### src/hdl/stcct_pkg.sv
package stcct_pkg;

   localparam int TABLE_ENTRIES = 64;
   localparam int IDX_W         = $clog2(TABLE_ENTRIES);
   localparam int QUEUE_DEPTH   = 2;
   localparam int QPTR_W        = $clog2(QUEUE_DEPTH);
   localparam int QCNT_W        = $clog2(QUEUE_DEPTH + 1);

   localparam int REQ_DATA_W = 256;
   localparam int REQ_USER_W = 2;
   localparam int RSP_DATA_W = 104;
   localparam int CSR_ADDR_W = 4;

   // register indexes
   localparam logic [1:0] REG_CHECK_ENABLE   = 2'd0;
   localparam logic [1:0] REG_STRICT_START   = 2'd1;
   localparam logic [1:0] REG_STRICT_TRIGGER = 2'd2;

   // request kinds
   localparam logic [1:0] FUNC_CHECK  = 2'd0;
   localparam logic [1:0] FUNC_RECORD = 2'd1;
   localparam logic [1:0] FUNC_EVENT  = 2'd2;

   // reason codes
   localparam logic [2:0] RSN_DISABLED = 3'd0;
   localparam logic [2:0] RSN_PASS     = 3'd1;
   localparam logic [2:0] RSN_BLOCKED  = 3'd2;
   localparam logic [2:0] RSN_WARN     = 3'd3;
   localparam logic [2:0] RSN_DONE     = 3'd4;
   localparam logic [2:0] RSN_FULL     = 3'd5;

   typedef enum logic [1:0] {
      OP_CHECK,
      OP_RECORD,
      OP_EVENT,
      OP_NONE
   } op_type;

   typedef enum logic [1:0] {
      ST_IDLE,
      ST_SCAN,
      ST_DRAIN,
      ST_DONE
   } state_type;

   typedef struct packed {
      op_type              op;
      logic                record_ok;
      logic                event_ok;
      logic [63:0]         order_id;
      logic [31:0]         account_key;
      logic [31:0]         instrument_key;
      logic                order_side;
      logic signed [31:0]  price_ticks;
      logic [30:0]         order_volume;
      logic [30:0]         report_total;
      logic [30:0]         cum_filled;
      logic [1:0]          order_status;
   } item_type;

   typedef struct packed {
      logic [63:0]         order_id;
      logic [31:0]         account;
      logic [31:0]         instrument;
      logic                side;
      logic signed [31:0]  price;
      logic [30:0]         remaining;
      logic [30:0]         last_filled;
   } entry_type;

   typedef struct packed {
      logic        check_enable;
      logic [15:0] trigger_hits;
      logic        strict_load;
      logic        strict_value;
   } cfg_type;

   typedef struct packed {
      logic                reject;
      logic [2:0]          reason_code;
      logic signed [31:0]  observed_price;
      logic signed [31:0]  resting_price;
      logic                strict_now;
      logic [31:0]         hit_count;
   } rsp_type;

endpackage

### src/hdl/stcct_front.sv
module stcct_front (
   input  logic                            clock,
   input  logic                            reset,
   input  logic                            req_tvalid,
   output logic                            req_tready,
   input  logic [stcct_pkg::REQ_DATA_W-1:0] req_tdata,
   input  logic [stcct_pkg::REQ_USER_W-1:0] req_tuser,
   output logic                            q_valid,
   output stcct_pkg::item_type             q_item,
   input  logic                            q_pop
);
   import stcct_pkg::*;

   item_type            q_ff [QUEUE_DEPTH];
   logic [QPTR_W-1:0]   wr_ptr_ff, wr_ptr_in;
   logic [QPTR_W-1:0]   rd_ptr_ff, rd_ptr_in;
   logic [QCNT_W-1:0]   count_ff, count_in;
   item_type            item;
   logic                push;
   logic                pop;

   // classify the incoming beat
   always_comb begin
      item.order_id       = req_tdata[63:0];
      item.account_key    = req_tdata[95:64];
      item.instrument_key = req_tdata[127:96];
      item.order_side     = req_tdata[128];
      item.price_ticks    = req_tdata[160:129];
      item.order_volume   = req_tdata[191:161];
      item.report_total   = req_tdata[222:192];
      item.cum_filled     = req_tdata[253:223];
      item.order_status   = req_tdata[255:254];
      unique case (req_tuser)
         FUNC_CHECK:  item.op = OP_CHECK;
         FUNC_RECORD: item.op = OP_RECORD;
         FUNC_EVENT:  item.op = OP_EVENT;
         default:     item.op = OP_NONE;
      endcase
      item.record_ok = (item.order_id != '0) && (item.account_key != '0) &&
                       (item.instrument_key != '0) && (item.order_volume != '0);
      item.event_ok  = (item.order_id != '0);
   end

   assign req_tready = (count_ff != QCNT_W'(QUEUE_DEPTH));
   assign push       = req_tvalid && req_tready;
   assign pop        = q_pop && q_valid;
   assign q_valid    = (count_ff != '0);
   assign q_item     = q_ff[rd_ptr_ff];

   // advance pointers and count
   always_comb begin
      wr_ptr_in = push ? QPTR_W'(wr_ptr_ff + 1'b1) : wr_ptr_ff;
      rd_ptr_in = pop  ? QPTR_W'(rd_ptr_ff + 1'b1) : rd_ptr_ff;
      count_in  = count_ff;
      if (push && !pop) begin
         count_in = QCNT_W'(count_ff + 1'b1);
      end else if (pop && !push) begin
         count_in = QCNT_W'(count_ff - 1'b1);
      end
   end

   always_ff @(posedge clock) begin
      if (reset) begin
         wr_ptr_ff <= '0;
         rd_ptr_ff <= '0;
         count_ff  <= '0;
      end else begin
         wr_ptr_ff <= wr_ptr_in;
         rd_ptr_ff <= rd_ptr_in;
         count_ff  <= count_in;
      end
   end

   // store the beat
   always_ff @(posedge clock) begin
      if (push) begin
         q_ff[wr_ptr_ff] <= item;
      end
   end

endmodule

### config.mk
export PLATFORM = sky130hd
export DESIGN_NAME = stcct_front
export DESIGN_NICKNAME = d
export VERILOG_FILES = /design/src/hdl/stcct_pkg.sv /design/src/hdl/stcct_front.sv
export SDC_FILE = /design/constraint.sdc
export NUM_CORES = 1
export LEC_CHECK = 0
export ABC_AREA = 1
export CAP_MARGIN = 20
export CORE_AREA = 2 2 205 207
export CTS_CLUSTER_SIZE = 28
export DETAILED_ROUTE_END_ITERATION = 6
export DIE_AREA = 0 0 207 209
export DONT_BUFFER_PORTS = 1
export PLACE_DENSITY = 0.66
export SLEW_MARGIN = 20
export SYNTH_ARGS = -nofsm -noshare
export SYNTH_HDL_FRONTEND = slang
export SYNTH_SLANG_ARGS = --single-unit
### constraint.sdc
create_clock -name clock -period 16.6 [get_ports clock]
set_input_delay 2.49 -clock clock [delete_from_list [all_inputs] [get_ports clock]]
set_output_delay 2.49 -clock clock [all_outputs]
set_load 0.01 [all_outputs]
==> impl_metrics.tcl <==
set metrics [dict create \
    antenna_found_initial 0 \
    syn_to_final_growth_pct 10.5 \
    fmax_mhz 164 \
    critical_path.top_delay_family "buffers and inverters" \
    hp-class "flop to flop" \
    cts_tree "built" \
    core-area_um2 41300 \
    start_util 0.496 \
    synthCells 1006 \
    dieHeight_um 209 \
    ctsResizeCount 0 \
    synth.most_common_cell "edfxtp_1" \
    routed_wl_um 42300 \
    path_depth 3 \
    path_cells "buf_4 -> buf_4 -> mux2_4" \
    hpwl_um 30200 \
    drt_pass1_iterations 5 \
    power.internal_mw 2.64 \
    synth-seq-area-share 0.767 \
    synthAdderAreaFrac 0.000611 \
    synth-seq-cells 525 \
    grt_usage 0.187 \
    synth_ff_type "edfxtp_1" \
    antenna_cells 0 \
    hold_depth 2 \
    netSwitchingPower_uw 926 \
    grt_pass1_vias 9020 \
    dr_total_vias 8766 \
    power_leakage_nw 7.84 \
    maxSlewViolCount 0 \
    avgSynthCellArea_um2 20.4 \
    root_buffer "clkbuf_16" \
    yosysWarningCount 0 \
    synth_top_area_frac 0.762 \
    clk_latency_ns 0.58 \
    synthTopCellsByCount "520 x edfxtp_1, 200 x mux2_4, 85 x nor2_1" \
    via_per_inst 5.41 \
    synth.net_count 1269 \
    synth-xor-area-share 0 \
    synth_compound_area_frac 0.00220 \
    worstPathMaxFanout 54 \
    slowest_stage "buf_4" \
    ioPinCount 524 \
    synthSimpleGateAreaFrac 0.0291 \
    holdBufCountCts 0 \
    skew_ns 0.0117 \
    yosys-top-cells-area "edfxtp_1 76%, mux2_4 15%, mux2_2 3.3%" \
    fin_ws_ns 10.49 \
    synth_top_cell_by_area "edfxtp_1" \
    finalNonFillerCells 1619 \
    overflow 0 \
    drive_gt1_frac 0.328 \
    syn_area_um2 20500 \
    num_rows 75 \
    hold_viol 0 \
    async_flop_share 0 \
    pre_cts_slack_ns 11.06 \
    cts.clk_slew.worst_paths_ns 0.06 \
    synth_cell_types 21 \
    end_kind "output pin" \
    io_buffer_count 0 \
    drc 0 \
    ff2ff_path_depth 6 \
    dpl.cell_count 1526 \
    worstSetupPathType "flop to output pin" \
    drt_iter0_markers 531 \
    synth_top_family_by_area "multiplexers" \
    crit_buf_inv 2 \
    htree_levels 2 \
    cts_setup_buffers 0 \
    period_needed_ns 6.11 \
    worstSetupStartpointType "flop" \
    grt_first_pass_wirelength_um 59300 \
    place_congestion 0.875 \
    power.total_mw 3.57 \
    crit_arrival_ns 3.62 \
    sw_frac_of_total 0.260 \
    drv_cap 0 \
    cts-buffers-inserted 52 \
    p_comb_frac 0.194 \
    fin_nets 1304 \
    p_seq_frac 0.489 \
    pwr-share-clk 0.317 \
    die_area_um2 43300 \
    clock_path_buffers 3 \
    max_stage_delay_ns 0.87 \
    vdd_drop_max_v 0.000113 \
    outcome "finished, final reports clean" \
    critical_path_required_ns 14.11 \
    tns_ns 0 \
    rsz0062_at_grt "no" \
    synth_mux_area_frac 0.180 \
    grt_max_degree 78 \
    relSlewSlack 0.305 \
    ant_nets 0 \
    worst_slew_pin_slew_ns 1.04 \
    setup_violations 0 \
    synth_edf_count 520 \
    final.period_utilization 0.368 \
    powerDensity_nw_per_um2 158 \
    crit_top_cell "buf_4" \
    cts.sinks 525 \
    die_w_um 207 \
    wl_per_cell_um 26.1 \
]
cell type report:
class,count,area [µm²]
inverter,37,139
timing repair buffer,12,90.1
fill,3145,18700
multi-input combinational,413,4350
clock inverter,30,251
tap,539,674
clock buffer,63,1410
sequential,525,15700
per-stage QoR:
| stage | utilization | cell area (µm²) | hold WS [ns] |
|---|---|---|---|
| 3_3_place_gp | 0.508 | 21000 | 0.455 |
| 6_report | 0.548 | 22600 | 0.482 |
| 3_5_place_dp | 0.508 | 21000 | 0.480 |
| 4_1_cts | 0.548 | 22600 | 0.490 |
| 5_1_grt | 0.548 | 22600 | 0.517 |
| 2_1_floorplan | - | 20500 | 0.454 |
layer usage:
metal  global-route usage  part of all wire  routed length [µm]  up-vias
met3               0.0978              0.12                4970       90
met5                    0                 0                   0        -
li1                     -                 -                   -     3898
met4               0.0697             0.035                1480        0
met2                0.324              0.51               21800      423
met1                0.191              0.33               14000     4355
cell families (layout without fill, tap and decap cells):
| logic type | count (synthesis) | count (layout) |
|---|---|---|
| adders and majority gates | 1 | 1 |
| AOI/OAI and AO/OA | 8 | 8 |
| and+or+nand+nor | 144 | 144 |
| buffers and inverters | 68 | 142 |
| DFF | 525 | 525 |
| muxes | 260 | 260 |
power by group through the flow:
| stage | clock network (mW) | logic [mW] | registers (mW) |
|---|---|---|---|
| 2_1_floorplan | 0 | 0.605 | 1.82 |
| 3_3_place_gp | 0 | 0.696 | 1.77 |
| 3_5_place_dp | 0 | 0.702 | 1.77 |
| 4_1_cts | 1.16 | 0.703 | 1.75 |
| 5_1_grt | 1.21 | 0.729 | 1.76 |
| 6_report | 1.13 | 0.691 | 1.74 |
state kept, by name (all words and copies together), names as in the netlist, named ones only:
register   count
q_ff         520
wr_ptr_ff      1
count_ff       2
rd_ptr_ff      1
layout by cell type, fill, tap and decap left out, types with 5 or more instances in the layout:
cell type	instances
clkinv_1	10
buf_4	12
inv_1	37
nor2_1	83
clkbuf_16	53
mux2_2	60
mux2_4	200
nand4_1	11
edfxtp_1	520
clkbuf_1	5
a21oi_1	5
and2_1	8
clkbuf_8	5
clkinv_2	11
nand2_1	35
worst reg2reg max path, stage by stage, from the launching register on:
cell and delay, ns:
dfxtp_1 0.31, inv_1 0.08, nand2_1 0.20, nand2_1 0.20
nor2_4 0.60, buf_4 0.75, buf_4 0.90
worst paths after layout:
| path | from | endpoint | slack, ns |
|---|---|---|---|
| worst max-delay path | flop | q_item[48] | 10.49 |
| worst min-delay path | rd_ptr_ff | rd_ptr_ff | 0.48 |
| worst max register to register | count_ff[0] | q_ff[0][156] | 13.11 |
| worst min register to register | rd_ptr_ff | rd_ptr_ff | 0.48 |
No activity file was read; power rests on OpenSTA's default activity.
